--- src/hdl/pcog_pkg.sv ---
// shared types, constants and register codes for the phase current overcurrent guard
`default_nettype none

package pcog_pkg;

  localparam int CODE_W     = 12;
  localparam int CUR_W      = 16;
  localparam int PHASE_W_W  = 18;
  localparam int CNT_W      = 8;
  localparam int CFG_IDX_W  = 4;
  localparam int CFG_DATA_W = 16;

  localparam int DEFAULT_WINDOW = 8;

  // pipeline stage positions
  localparam int ST_DIFF    = 0;
  localparam int ST_MUL     = 1;
  localparam int ST_RAW     = 2;
  localparam int ST_SUM     = 3;
  localparam int ST_QMUL    = 4;
  localparam int ST_FILT    = 5;
  localparam int ST_WPH     = 6;
  localparam int ST_CMP     = 7;
  localparam int ST_OUT     = 8;
  localparam int NUM_STAGES = 9;

  localparam logic signed [CUR_W-1:0] CUR_MAX = 16'sh7FFF;
  localparam logic signed [CUR_W-1:0] CUR_MIN = 16'sh8000;
  localparam logic [CNT_W-1:0]        CNT_MAX = 8'hFF;

  localparam logic [CODE_W-1:0] RST_ADC_MIDPOINT     = 12'd2048;
  localparam logic [15:0]       RST_CURRENT_GAIN     = 16'd256;
  localparam logic [15:0]       RST_CORRECTION       = 16'd0;
  localparam logic [15:0]       RST_THRESHOLD        = 16'hFFFF;
  localparam logic [CNT_W-1:0]  RST_INSTANT_LIMIT    = 8'd1;
  localparam logic [CNT_W-1:0]  RST_CONTINUOUS_LIMIT = 8'd8;

  typedef enum logic [CFG_IDX_W-1:0] {
    REG_ADC_MIDPOINT           = 4'd0,
    REG_CURRENT_GAIN           = 4'd1,
    REG_CORRECTION_U           = 4'd2,
    REG_CORRECTION_V           = 4'd3,
    REG_INSTANT_THRESHOLD      = 4'd4,
    REG_CONTINUOUS_THRESHOLD   = 4'd5,
    REG_INSTANT_COUNT_LIMIT    = 4'd6,
    REG_CONTINUOUS_COUNT_LIMIT = 4'd7
  } cfg_reg_t;

  localparam logic OP_SAMPLE = 1'b0;
  localparam logic OP_CLEAR  = 1'b1;

  // per-stage load strobes and the opcode of the item held in each stage
  typedef struct packed {
    logic [NUM_STAGES-1:0] ld;
    logic [NUM_STAGES-1:0] clr;
  } pipe_ctl_t;

endpackage

`default_nettype wire

--- src/hdl/phase_current_overcurrent_guard.sv ---
// Phase current overcurrent guard. Each item carries either a U/V pair of 12-bit
// ADC codes or a clear command. The two phases run in identical lanes (scale to
// Q8.8, ring of WINDOW samples, running sum, floor average by reciprocal multiply)
// and a merge stage rebuilds W, checks raw and filtered peak magnitudes against
// their thresholds and runs the trip counters and latch. The block takes one item
// per clock and carries each one through the nine register stages of the lane
// and merge pipeline; a stalled result only holds back items once every stage
// is full. The rings need no clearing pass after reset: each slot has a valid
// bit and reads as zero until first written. Configuration writes are always
// ready and should only be made while no item is in flight; writes to indexes
// above 7 are dropped.
`default_nettype none

module phase_current_overcurrent_guard #(
  parameter int WINDOW = pcog_pkg::DEFAULT_WINDOW
) (
  input  wire logic                                 clk,
  input  wire logic                                 rst,
  input  wire logic                                 sample_valid,
  output logic                                      sample_stall,
  input  wire logic                                 opcode,
  input  wire logic [pcog_pkg::CODE_W-1:0]          adc_code_u,
  input  wire logic [pcog_pkg::CODE_W-1:0]          adc_code_v,
  output logic                                      result_valid,
  input  wire logic                                 result_stall,
  output logic signed [pcog_pkg::CUR_W-1:0]         filtered_u,
  output logic signed [pcog_pkg::CUR_W-1:0]         filtered_v,
  output logic signed [pcog_pkg::PHASE_W_W-1:0]     filtered_w,
  output logic                                      trip_latched,
  input  wire logic                                 cfg_valid,
  output logic                                      cfg_ready,
  input  wire logic [pcog_pkg::CFG_IDX_W-1:0]       cfg_index,
  input  wire logic [pcog_pkg::CFG_DATA_W-1:0]      cfg_data
);

  localparam int SLOT_W = (WINDOW > 1) ? $clog2(WINDOW) : 1;

  logic [pcog_pkg::CODE_W-1:0] adc_midpoint;
  logic [15:0]                 current_gain;
  logic signed [15:0]          correction_u;
  logic signed [15:0]          correction_v;
  logic [15:0]                 instant_threshold;
  logic [15:0]                 continuous_threshold;
  logic [pcog_pkg::CNT_W-1:0]  instant_count_limit;
  logic [pcog_pkg::CNT_W-1:0]  continuous_count_limit;

  pcog_pkg::pipe_ctl_t         ctl;
  logic [SLOT_W-1:0]           rd_slot;
  logic [SLOT_W-1:0]           wr_slot;
  logic signed [pcog_pkg::CUR_W-1:0] raw_u;
  logic signed [pcog_pkg::CUR_W-1:0] raw_v;
  logic signed [pcog_pkg::CUR_W-1:0] filt_u;
  logic signed [pcog_pkg::CUR_W-1:0] filt_v;

  assign cfg_ready = 1'b1;

  always_ff @(posedge clk) begin
    if (rst) begin
      adc_midpoint           <= pcog_pkg::RST_ADC_MIDPOINT;
      current_gain           <= pcog_pkg::RST_CURRENT_GAIN;
      correction_u           <= pcog_pkg::RST_CORRECTION;
      correction_v           <= pcog_pkg::RST_CORRECTION;
      instant_threshold      <= pcog_pkg::RST_THRESHOLD;
      continuous_threshold   <= pcog_pkg::RST_THRESHOLD;
      instant_count_limit    <= pcog_pkg::RST_INSTANT_LIMIT;
      continuous_count_limit <= pcog_pkg::RST_CONTINUOUS_LIMIT;
    end else if (cfg_valid && cfg_ready) begin
      unique case (cfg_index)
        pcog_pkg::REG_ADC_MIDPOINT:           adc_midpoint <= cfg_data[pcog_pkg::CODE_W-1:0];
        pcog_pkg::REG_CURRENT_GAIN:           current_gain <= cfg_data;
        pcog_pkg::REG_CORRECTION_U:           correction_u <= cfg_data;
        pcog_pkg::REG_CORRECTION_V:           correction_v <= cfg_data;
        pcog_pkg::REG_INSTANT_THRESHOLD:      instant_threshold <= cfg_data;
        pcog_pkg::REG_CONTINUOUS_THRESHOLD:   continuous_threshold <= cfg_data;
        pcog_pkg::REG_INSTANT_COUNT_LIMIT:    instant_count_limit <= cfg_data[pcog_pkg::CNT_W-1:0];
        pcog_pkg::REG_CONTINUOUS_COUNT_LIMIT: continuous_count_limit <= cfg_data[pcog_pkg::CNT_W-1:0];
        default: begin
        end
      endcase
    end
  end

  pcog_ctrl #(
    .WINDOW (WINDOW)
  ) u_ctrl (
    .clk          (clk),
    .rst          (rst),
    .sample_valid (sample_valid),
    .opcode       (opcode),
    .sample_stall (sample_stall),
    .result_valid (result_valid),
    .result_stall (result_stall),
    .ctl          (ctl),
    .rd_slot      (rd_slot),
    .wr_slot      (wr_slot)
  );

  pcog_lane #(
    .WINDOW (WINDOW)
  ) u_lane_u (
    .clk      (clk),
    .rst      (rst),
    .ctl      (ctl),
    .rd_slot  (rd_slot),
    .wr_slot  (wr_slot),
    .code     (adc_code_u),
    .midpoint (adc_midpoint),
    .gain     (current_gain),
    .corr     (correction_u),
    .raw      (raw_u),
    .filt     (filt_u)
  );

  pcog_lane #(
    .WINDOW (WINDOW)
  ) u_lane_v (
    .clk      (clk),
    .rst      (rst),
    .ctl      (ctl),
    .rd_slot  (rd_slot),
    .wr_slot  (wr_slot),
    .code     (adc_code_v),
    .midpoint (adc_midpoint),
    .gain     (current_gain),
    .corr     (correction_v),
    .raw      (raw_v),
    .filt     (filt_v)
  );

  pcog_merge u_merge (
    .clk                    (clk),
    .rst                    (rst),
    .ctl                    (ctl),
    .raw_u                  (raw_u),
    .raw_v                  (raw_v),
    .filt_u                 (filt_u),
    .filt_v                 (filt_v),
    .instant_threshold      (instant_threshold),
    .continuous_threshold   (continuous_threshold),
    .instant_count_limit    (instant_count_limit),
    .continuous_count_limit (continuous_count_limit),
    .filtered_u             (filtered_u),
    .filtered_v             (filtered_v),
    .filtered_w             (filtered_w),
    .trip_latched           (trip_latched)
  );

endmodule

`default_nettype wire

--- src/hdl/pcog_ctrl.sv ---
// pipeline occupancy, stage load strobes and ring slot pointer
`default_nettype none

module pcog_ctrl #(
  parameter int WINDOW = pcog_pkg::DEFAULT_WINDOW,
  localparam int SLOT_W = (WINDOW > 1) ? $clog2(WINDOW) : 1
) (
  input  wire logic              clk,
  input  wire logic              rst,
  input  wire logic              sample_valid,
  input  wire logic              opcode,
  output logic                   sample_stall,
  output logic                   result_valid,
  input  wire logic              result_stall,
  output pcog_pkg::pipe_ctl_t    ctl,
  output logic [SLOT_W-1:0]      rd_slot,
  output logic [SLOT_W-1:0]      wr_slot
);

  localparam int N = pcog_pkg::NUM_STAGES;
  localparam logic [SLOT_W-1:0] LAST_SLOT = SLOT_W'(WINDOW - 1);

  logic [N-1:0] vld;
  logic [N-1:0] free;
  logic [N-1:0] ld;
  logic [N-1:0] leave;
  logic [N-1:0] clr;
  logic [N-1:0] vld_next;

  logic [SLOT_W-1:0] write_slot;
  logic [SLOT_W-1:0] write_slot_next;
  logic [SLOT_W-1:0] slot0;
  logic [SLOT_W-1:0] slot1;

  // a stage can take an item when it is empty or its item moves on this cycle
  always_comb begin
    free[N-1] = !vld[N-1] || !result_stall;
    for (int k = N - 2; k >= 0; k--) begin
      free[k] = !vld[k] || free[k+1];
    end
    ld[0] = sample_valid && free[0];
    for (int k = 1; k < N; k++) begin
      ld[k] = vld[k-1] && free[k];
    end
    for (int k = 0; k < N - 1; k++) begin
      leave[k] = ld[k+1];
    end
    leave[N-1] = vld[N-1] && !result_stall;
    vld_next = ld | (vld & ~leave);
  end

  always_comb begin
    write_slot_next = (write_slot == LAST_SLOT) ? '0 : write_slot + 1'b1;
  end

  always_ff @(posedge clk) begin
    if (rst) begin
      vld        <= '0;
      write_slot <= '0;
    end else begin
      vld <= vld_next;
      if (ld[pcog_pkg::ST_DIFF] && opcode == pcog_pkg::OP_SAMPLE) begin
        write_slot <= write_slot_next;
      end
    end
  end

  always_ff @(posedge clk) begin
    if (ld[pcog_pkg::ST_DIFF]) begin
      clr[pcog_pkg::ST_DIFF] <= opcode;
      slot0                  <= write_slot;
    end
    if (ld[pcog_pkg::ST_MUL]) begin
      slot1 <= slot0;
    end
    for (int k = 1; k < N; k++) begin
      if (ld[k]) begin
        clr[k] <= clr[k-1];
      end
    end
  end

  assign ctl.ld       = ld;
  assign ctl.clr      = clr;
  assign sample_stall = !free[0];
  assign result_valid = vld[N-1];
  assign rd_slot      = slot0;
  assign wr_slot      = slot1;

endmodule

`default_nettype wire

--- src/hdl/pcog_lane.sv ---
// one phase lane: adc scaling, sample ring, running sum and window average
`default_nettype none

module pcog_lane #(
  parameter int WINDOW = pcog_pkg::DEFAULT_WINDOW,
  localparam int SLOT_W = (WINDOW > 1) ? $clog2(WINDOW) : 1
) (
  input  wire logic                              clk,
  input  wire logic                              rst,
  input  wire pcog_pkg::pipe_ctl_t               ctl,
  input  wire logic [SLOT_W-1:0]                 rd_slot,
  input  wire logic [SLOT_W-1:0]                 wr_slot,
  input  wire logic [pcog_pkg::CODE_W-1:0]       code,
  input  wire logic [pcog_pkg::CODE_W-1:0]       midpoint,
  input  wire logic [15:0]                       gain,
  input  wire logic signed [15:0]                corr,
  output logic signed [pcog_pkg::CUR_W-1:0]      raw,
  output logic signed [pcog_pkg::CUR_W-1:0]      filt
);

  localparam int CUR_W  = pcog_pkg::CUR_W;
  localparam int DIFF_W = pcog_pkg::CODE_W + 1;
  localparam int PROD_W = DIFF_W + 17;
  localparam int PRE_W  = PROD_W - 8 + 1;
  // sum is kept biased by WINDOW * 32768 so it never goes negative
  localparam int OFFSET = WINDOW * 32768;
  localparam int U_W    = $clog2(WINDOW * 65535 + 1);
  localparam int L_W    = $clog2(WINDOW);
  localparam int REC_K  = U_W + L_W;
  localparam int M_W    = U_W + 1;
  localparam int Q_W    = U_W + M_W;
  localparam logic [63:0] REC_M = ((64'd1 << REC_K) + 64'(WINDOW) - 64'd1) / 64'(WINDOW);

  logic signed [DIFF_W-1:0] diff0;
  logic signed [PROD_W-1:0] prod1;
  logic signed [CUR_W-1:0]  old1_mem;
  logic                     old1_vld;
  logic signed [CUR_W-1:0]  old2;
  logic signed [PRE_W-1:0]  pre_sat;
  logic signed [CUR_W-1:0]  raw_next;
  logic signed [CUR_W-1:0]  ring [WINDOW];
  logic [WINDOW-1:0]        ring_vld;
  logic                     ring_we;
  logic                     bypass;
  logic [U_W-1:0]           sum_b;
  logic signed [U_W+1:0]    sum_wide;
  logic [U_W-1:0]           sum_next;
  logic [U_W-1:0]           snap3;
  logic [Q_W-1:0]           qprod4;
  logic [CUR_W-1:0]         quot;

  // scale, add correction, clamp to 16 bits
  always_comb begin
    pre_sat = PRE_W'($signed(prod1[PROD_W-1:8])) + PRE_W'(corr);
    if (pre_sat[PRE_W-1:CUR_W-1] == {(PRE_W - CUR_W + 1){pre_sat[PRE_W-1]}}) begin
      raw_next = pre_sat[CUR_W-1:0];
    end else begin
      raw_next = pre_sat[PRE_W-1] ? pcog_pkg::CUR_MIN : pcog_pkg::CUR_MAX;
    end
  end

  assign ring_we = ctl.ld[pcog_pkg::ST_RAW] && ctl.clr[pcog_pkg::ST_MUL] == pcog_pkg::OP_SAMPLE;
  // same slot read and written on one edge only happens with a one-deep window
  assign bypass  = ring_we && ctl.ld[pcog_pkg::ST_MUL] && (rd_slot == wr_slot);

  always_comb begin
    sum_wide = (U_W + 2)'($signed({1'b0, sum_b})) + (U_W + 2)'(raw) - (U_W + 2)'(old2);
    sum_next = sum_wide[U_W-1:0];
  end

  always_ff @(posedge clk) begin
    if (ring_we) begin
      ring[wr_slot] <= raw_next;
    end
    if (ctl.ld[pcog_pkg::ST_MUL]) begin
      if (bypass) begin
        old1_mem <= raw_next;
      end else begin
        old1_mem <= ring[rd_slot];
      end
    end
  end

  always_ff @(posedge clk) begin
    if (rst) begin
      ring_vld <= '0;
      sum_b    <= U_W'(OFFSET);
    end else begin
      if (ring_we) begin
        ring_vld[wr_slot] <= 1'b1;
      end
      if (ctl.ld[pcog_pkg::ST_SUM] && ctl.clr[pcog_pkg::ST_RAW] == pcog_pkg::OP_SAMPLE) begin
        sum_b <= sum_next;
      end
    end
  end

  always_ff @(posedge clk) begin
    if (ctl.ld[pcog_pkg::ST_DIFF]) begin
      diff0 <= $signed({1'b0, code}) - $signed({1'b0, midpoint});
    end
    if (ctl.ld[pcog_pkg::ST_MUL]) begin
      prod1    <= PROD_W'(diff0) * PROD_W'($signed({1'b0, gain}));
      old1_vld <= bypass || ring_vld[rd_slot];
    end
    if (ctl.ld[pcog_pkg::ST_RAW]) begin
      raw  <= raw_next;
      old2 <= old1_vld ? old1_mem : '0;
    end
    if (ctl.ld[pcog_pkg::ST_SUM]) begin
      snap3 <= (ctl.clr[pcog_pkg::ST_RAW] == pcog_pkg::OP_SAMPLE) ? sum_next : sum_b;
    end
    // floor divide by the window through a reciprocal multiply
    if (ctl.ld[pcog_pkg::ST_QMUL]) begin
      qprod4 <= Q_W'(snap3) * Q_W'(REC_M[M_W-1:0]);
    end
    if (ctl.ld[pcog_pkg::ST_FILT]) begin
      filt <= $signed({~quot[CUR_W-1], quot[CUR_W-2:0]});
    end
  end

  assign quot = qprod4[REC_K +: CUR_W];

endmodule

`default_nettype wire

--- src/hdl/pcog_merge.sv ---
// combines both lanes: w phase, peak magnitudes, trip counters, latch and result register
`default_nettype none

module pcog_merge (
  input  wire logic                                clk,
  input  wire logic                                rst,
  input  wire pcog_pkg::pipe_ctl_t                 ctl,
  input  wire logic signed [pcog_pkg::CUR_W-1:0]   raw_u,
  input  wire logic signed [pcog_pkg::CUR_W-1:0]   raw_v,
  input  wire logic signed [pcog_pkg::CUR_W-1:0]   filt_u,
  input  wire logic signed [pcog_pkg::CUR_W-1:0]   filt_v,
  input  wire logic [15:0]                         instant_threshold,
  input  wire logic [15:0]                         continuous_threshold,
  input  wire logic [pcog_pkg::CNT_W-1:0]          instant_count_limit,
  input  wire logic [pcog_pkg::CNT_W-1:0]          continuous_count_limit,
  output logic signed [pcog_pkg::CUR_W-1:0]        filtered_u,
  output logic signed [pcog_pkg::CUR_W-1:0]        filtered_v,
  output logic signed [pcog_pkg::PHASE_W_W-1:0]    filtered_w,
  output logic                                     trip_latched
);

  localparam int CUR_W = pcog_pkg::CUR_W;
  localparam int WW    = pcog_pkg::PHASE_W_W;
  localparam int MAG_W = WW - 1;
  localparam int CNT_W = pcog_pkg::CNT_W;

  function automatic logic [MAG_W-1:0] mag(input logic signed [WW-1:0] x);
    logic signed [WW-1:0] n;
    n = -x;
    return x[WW-1] ? n[MAG_W-1:0] : x[MAG_W-1:0];
  endfunction

  logic signed [WW-1:0]    raw_w;
  logic [MAG_W-1:0]        mag_u3;
  logic [MAG_W-1:0]        mag_v3;
  logic [MAG_W-1:0]        mag_w3;
  logic                    inst_ge4;
  logic                    inst_ge5;
  logic                    inst_ge6;
  logic                    inst_ge7;
  logic signed [CUR_W-1:0] fu6;
  logic signed [CUR_W-1:0] fv6;
  logic signed [WW-1:0]    fw6;
  logic signed [CUR_W-1:0] fu7;
  logic signed [CUR_W-1:0] fv7;
  logic signed [WW-1:0]    fw7;
  logic                    cont_ge7;
  logic [MAG_W-1:0]        inst_thr;
  logic [MAG_W-1:0]        cont_thr;

  logic [CNT_W-1:0] instant_count;
  logic [CNT_W-1:0] continuous_count;
  logic             trip_flag;
  logic [CNT_W-1:0] instant_count_next;
  logic [CNT_W-1:0] continuous_count_next;
  logic             trip_flag_next;

  assign raw_w    = -(WW'(raw_u) + WW'(raw_v));
  assign inst_thr = MAG_W'(instant_threshold);
  assign cont_thr = MAG_W'(continuous_threshold);

  always_ff @(posedge clk) begin
    if (ctl.ld[pcog_pkg::ST_SUM]) begin
      mag_u3 <= mag(WW'(raw_u));
      mag_v3 <= mag(WW'(raw_v));
      mag_w3 <= mag(raw_w);
    end
    // the largest magnitude reaches the threshold exactly when any one does
    if (ctl.ld[pcog_pkg::ST_QMUL]) begin
      inst_ge4 <= (mag_u3 >= inst_thr) || (mag_v3 >= inst_thr) || (mag_w3 >= inst_thr);
    end
    if (ctl.ld[pcog_pkg::ST_FILT]) begin
      inst_ge5 <= inst_ge4;
    end
    if (ctl.ld[pcog_pkg::ST_WPH]) begin
      inst_ge6 <= inst_ge5;
      fu6      <= filt_u;
      fv6      <= filt_v;
      fw6      <= -(WW'(filt_u) + WW'(filt_v));
    end
    if (ctl.ld[pcog_pkg::ST_CMP]) begin
      inst_ge7 <= inst_ge6;
      fu7      <= fu6;
      fv7      <= fv6;
      fw7      <= fw6;
      cont_ge7 <= (mag(WW'(fu6)) >= cont_thr) || (mag(WW'(fv6)) >= cont_thr) ||
                  (mag(fw6) >= cont_thr);
    end
    if (ctl.ld[pcog_pkg::ST_OUT]) begin
      filtered_u <= fu7;
      filtered_v <= fv7;
      filtered_w <= fw7;
    end
  end

  always_comb begin
    if (ctl.clr[pcog_pkg::ST_CMP] == pcog_pkg::OP_CLEAR) begin
      instant_count_next    = '0;
      continuous_count_next = '0;
      trip_flag_next        = 1'b0;
    end else begin
      if (inst_ge7) begin
        instant_count_next = (instant_count == pcog_pkg::CNT_MAX) ? instant_count
                                                                   : instant_count + 1'b1;
      end else begin
        instant_count_next = '0;
      end
      if (cont_ge7) begin
        continuous_count_next = (continuous_count == pcog_pkg::CNT_MAX) ? continuous_count
                                                                         : continuous_count + 1'b1;
      end else begin
        continuous_count_next = '0;
      end
      trip_flag_next = trip_flag || (instant_count_next >= instant_count_limit) ||
                       (continuous_count_next >= continuous_count_limit);
    end
  end

  always_ff @(posedge clk) begin
    if (rst) begin
      instant_count    <= '0;
      continuous_count <= '0;
      trip_flag        <= 1'b0;
    end else if (ctl.ld[pcog_pkg::ST_OUT]) begin
      instant_count    <= instant_count_next;
      continuous_count <= continuous_count_next;
      trip_flag        <= trip_flag_next;
    end
  end

  assign trip_latched = trip_flag;

endmodule

`default_nettype wire

--- config.mk ---
export PLATFORM = sky130hd
export DESIGN_NAME = phase_current_overcurrent_guard
export DESIGN_NICKNAME = d
export VERILOG_FILES = /design/src/hdl/pcog_pkg.sv /design/src/hdl/phase_current_overcurrent_guard.sv /design/src/hdl/pcog_ctrl.sv /design/src/hdl/pcog_lane.sv /design/src/hdl/pcog_merge.sv
export SDC_FILE = /design/constraint.sdc
export NUM_CORES = 2
export LEC_CHECK = 0
export BUFFER_PORTS_ARGS = -buffer_cell sky130_fd_sc_hd__buf_2
export CAP_MARGIN = 25
export CELL_PAD_IN_SITES_DETAIL_PLACEMENT = 1
export CELL_PAD_IN_SITES_GLOBAL_PLACEMENT = 1
export CORE_UTILIZATION = 43
export CTS_CLUSTER_DIAMETER = 50
export DETAILED_ROUTE_END_ITERATION = 16
export PLACE_DENSITY = 0.77
export SLEW_MARGIN = 20
export SYNTH_ARGS = -nofsm -noshare
export SYNTH_HDL_FRONTEND = slang
export SYNTH_SLANG_ARGS = --single-unit
--- constraint.sdc ---
create_clock -name clk -period 15.5 [get_ports clk]
set_input_delay 4.65 -clock clk [delete_from_list [all_inputs] [get_ports clk]]
set_output_delay 4.65 -clock clk [all_outputs]
set_load 0.05 [all_outputs]
==> flow_metrics.env <==
export IMPL_power_w=0.00627
export IMPL_switching_share=0.268
export IMPL_fin_crit_ps=11610
export IMPL_crit_buf_inv=3
export IMPL_grt_total_usage=0.231
export IMPL_synth_async_sr_flop_share=0
export IMPL_violations="design-rule violations"
export IMPL_syn_cell_area_um2=57900
export IMPL_hold_viol_final=0
export IMPL_io_buffers=102
export IMPL_grt_pass1_vias=42100
export IMPL_rows=134
export IMPL_num_vias=39100
export IMPL_clk_pin_slew_ps=60
export IMPL_max_stage_delay_ps=460
export IMPL_die_area_um2=136000
export IMPL_worst_path_max_delay_cell="and3_1"
export IMPL_drive_gt1_frac=0.0872
export IMPL_grt_max_degree=120
export IMPL_hold_path_class="register to register"
export IMPL_postCtsSetupRepairBufs=0
export IMPL_p_comb_frac=0.138
export IMPL_cts_resized=0
export IMPL_rrSetupSlack_ps=8310
export IMPL_die_height_um=369
export IMPL_endpoint_kind="primary output"
export IMPL_synth_seq_cells=931
export IMPL_max_freq_mhz=86.2
export IMPL_p_per_area_nw_per_um2=97.7
export IMPL_synth_edf_count=740
export IMPL_ys_seq_area_frac=0.449
export IMPL_synthFlopType="edfxtp_1"
export IMPL_yosys_warnings=0
export IMPL_clock_latency_ps=740
export IMPL_fin_setup_tns_ps=0
export IMPL_critical_path_top_delay_family="simple AND/OR/NAND/NOR gates"
export IMPL_syn_area_per_cell_um2=11.5
export IMPL_intPower_w=0.00459
export IMPL_power_clock_fraction=0.408
export IMPL_synthCells=5053
export IMPL_cts_sinks=931
export IMPL_rsz0062_at_grt="no"
export IMPL_setup_viol_count_final=0
export IMPL_critPathKind="input pin to primary output"
export IMPL_htreeDepth=3
export IMPL_arrival_ps=6960
export IMPL_peakVddDrop_mv=0.0990
export IMPL_antenna_left=0
export IMPL_slew_viol_final=0
export IMPL_grt_ovfl_total=0
export IMPL_core_area_um2=134000
export IMPL_fp_dieW_um=369
export IMPL_start_util=0.434
export IMPL_place_congestion=0.870
export IMPL_cts_tree="done"
export IMPL_cts_buffers=108
export IMPL_seqPwrFrac=0.454
export IMPL_slew_headroom=0.264
export IMPL_drtIter0Drc=2455
export IMPL_areaGrowthSynthToFinish_pct=10.8
export IMPL_cp_cell_sequence="buf_2, and3_1, nand3_1, nor2_1, nand3_1, nor2_1, nand2_1, inv_1, buf_2"
export IMPL_drc=34
export IMPL_wl_mm=157
export IMPL_grt_antenna_before_repair=4
export IMPL_skew_ps=48.9
export IMPL_grt_pass1_wl_mm=243
export IMPL_num_io_pins=104
export IMPL_final_common_cell="edfxtp_1"
export IMPL_startpoint_type="input pin"
export IMPL_ctsHoldBuffers=0
export IMPL_cts_root_buf="clkbuf_16"
export IMPL_place_hpwl_mm=115
export IMPL_cp_max_fo=6
export IMPL_final_cell_mix="740 x edfxtp_1, 553 x inv_1, 486 x nand2_1, 473 x ha_1, 348 x fa_1"
export IMPL_wl_per_cell_um=22.3
export IMPL_vias_per_cell=5.57
export IMPL_worst_pin_slew_ps=1100
export IMPL_p_leak_nw=26.1
export IMPL_cp_data_required_time_ps=10850
export IMPL_power_switching_w=0.00168
export IMPL_ys_types=86
export IMPL_fin_nets=6015
export IMPL_fin_crit_sh=0.749
export IMPL_cts_buffer_depth=3
export IMPL_outcome="complete, but fails checks"
export IMPL_max_cap_violations=0
export IMPL_first_pass_iters=11
==> power groups by stage <==
stage	clock (W)	combinational, W	sequential (W)
2_1_floorplan	0	0.000626	0.00286
5_1_grt	0.00269	0.000964	0.00285
4_1_cts	0.00260	0.000872	0.00285
3_5_place_dp	0	0.000857	0.00290
3_3_place_gp	0	0.000819	0.00290
6_report	0.00256	0.000867	0.00285
==> logic make-up after synthesis <==
family | after synthesis | synth area share
AND/OR/NAND/NOR | 1431 | 0.119
multiplexers | 129 | 0.0371
AO/OA/AOI/OAI | 757 | 0.0864
buffers and inverters | 735 | 0.0481
XOR/XNOR | 247 | 0.0373
other | 2 | 0.000130
flip-flops | 931 | 0.449
adder cells (fa/ha/maj) | 821 | 0.222
==> worst paths after layout <==
kind,startpoint,end,cells after the start
worst max register to register,u_lane_v.diff0[12],u_lane_v.prod1[29],17
worst min-delay path,u_lane_v.snap3[18],u_lane_v.qprod4[37],0
worst max-delay path,result_stall,sample_stall,9
worst min register to register,u_lane_v.snap3[18],u_lane_v.qprod4[37],0
==> cells in the mapped netlist (68+ instances only) <==
cell type / n / share of area
edfxtp_1: 740 / 0.38
inv_1: 555 / 0.036
nand2_1: 486 / 0.031
ha_1: 473 / 0.10
fa_1: 348 / 0.12
nor2_1: 319 / 0.021
and2_1: 227 / 0.025
a21oi_1: 202 / 0.017
dfxtp_1: 191 / 0.066
xnor2_1: 180 / 0.027
o21ai_0: 165 / 0.014
clkbuf_1: 158 / 0.010
mux4_2: 68 / 0.026
==> per-layer routing <==
| layer | up-vias | wire [um] | track usage |
|---|---|---|---|
| met3 | 338 | 6660 | 0.0270 |
| met4 | 0 | 7590 | 0.107 |
| met1 | 20000 | 64200 | 0.288 |
| li1 | 17700 | - | - |
| met5 | - | 0 | 0 |
| met2 | 957 | 78200 | 0.401 |
==> sequential cells by signal, summed over array words and instances, names as in the netlist, 17 cells and up <==
signal and count:
u_merge.fw6 18, u_lane_u.ring 128, u_lane_v.ring 128, u_merge.mag_u3 17, u_merge.fw7 18, u_merge.filtered_w 18
u_lane_u.prod1 22, u_merge.mag_w3 17, u_merge.mag_v3 17, u_lane_v.prod1 22, u_lane_u.sum_b 19, u_lane_v.sum_b 19
==> area by class of cell <==
| class | instances | area, um2 |
|---|---|---|
| Fill cell | 14100 | 69400 |
| Multi-Input combinational cell | 3388 | 29200 |
| Sequential cell | 931 | 26000 |
| Clock buffer | 132 | 2860 |
| Tap cell | 1768 | 2210 |
| Inverter | 555 | 2080 |
| Timing Repair Buffer | 160 | 990 |
| Clock inverter | 73 | 773 |
| Antenna cell | 1 | 2.50 |
==> through the flow <==
stage                     cell area (um2)  worst slack [ps]  instances  utilization  hold slack [ps]
final                               64200              3890       7008        0.481              405
after global routing                64200              3710       7008        0.481              423
after CTS                           64200              3890       7002        0.480              406
after detailed placement            60500              3900       6797        0.453              405
after global placement              60500              3900       6796        0.453              400
after floorplan                     57900              2840       5054            -              400
No activity file was read; power rests on OpenSTA's default activity.
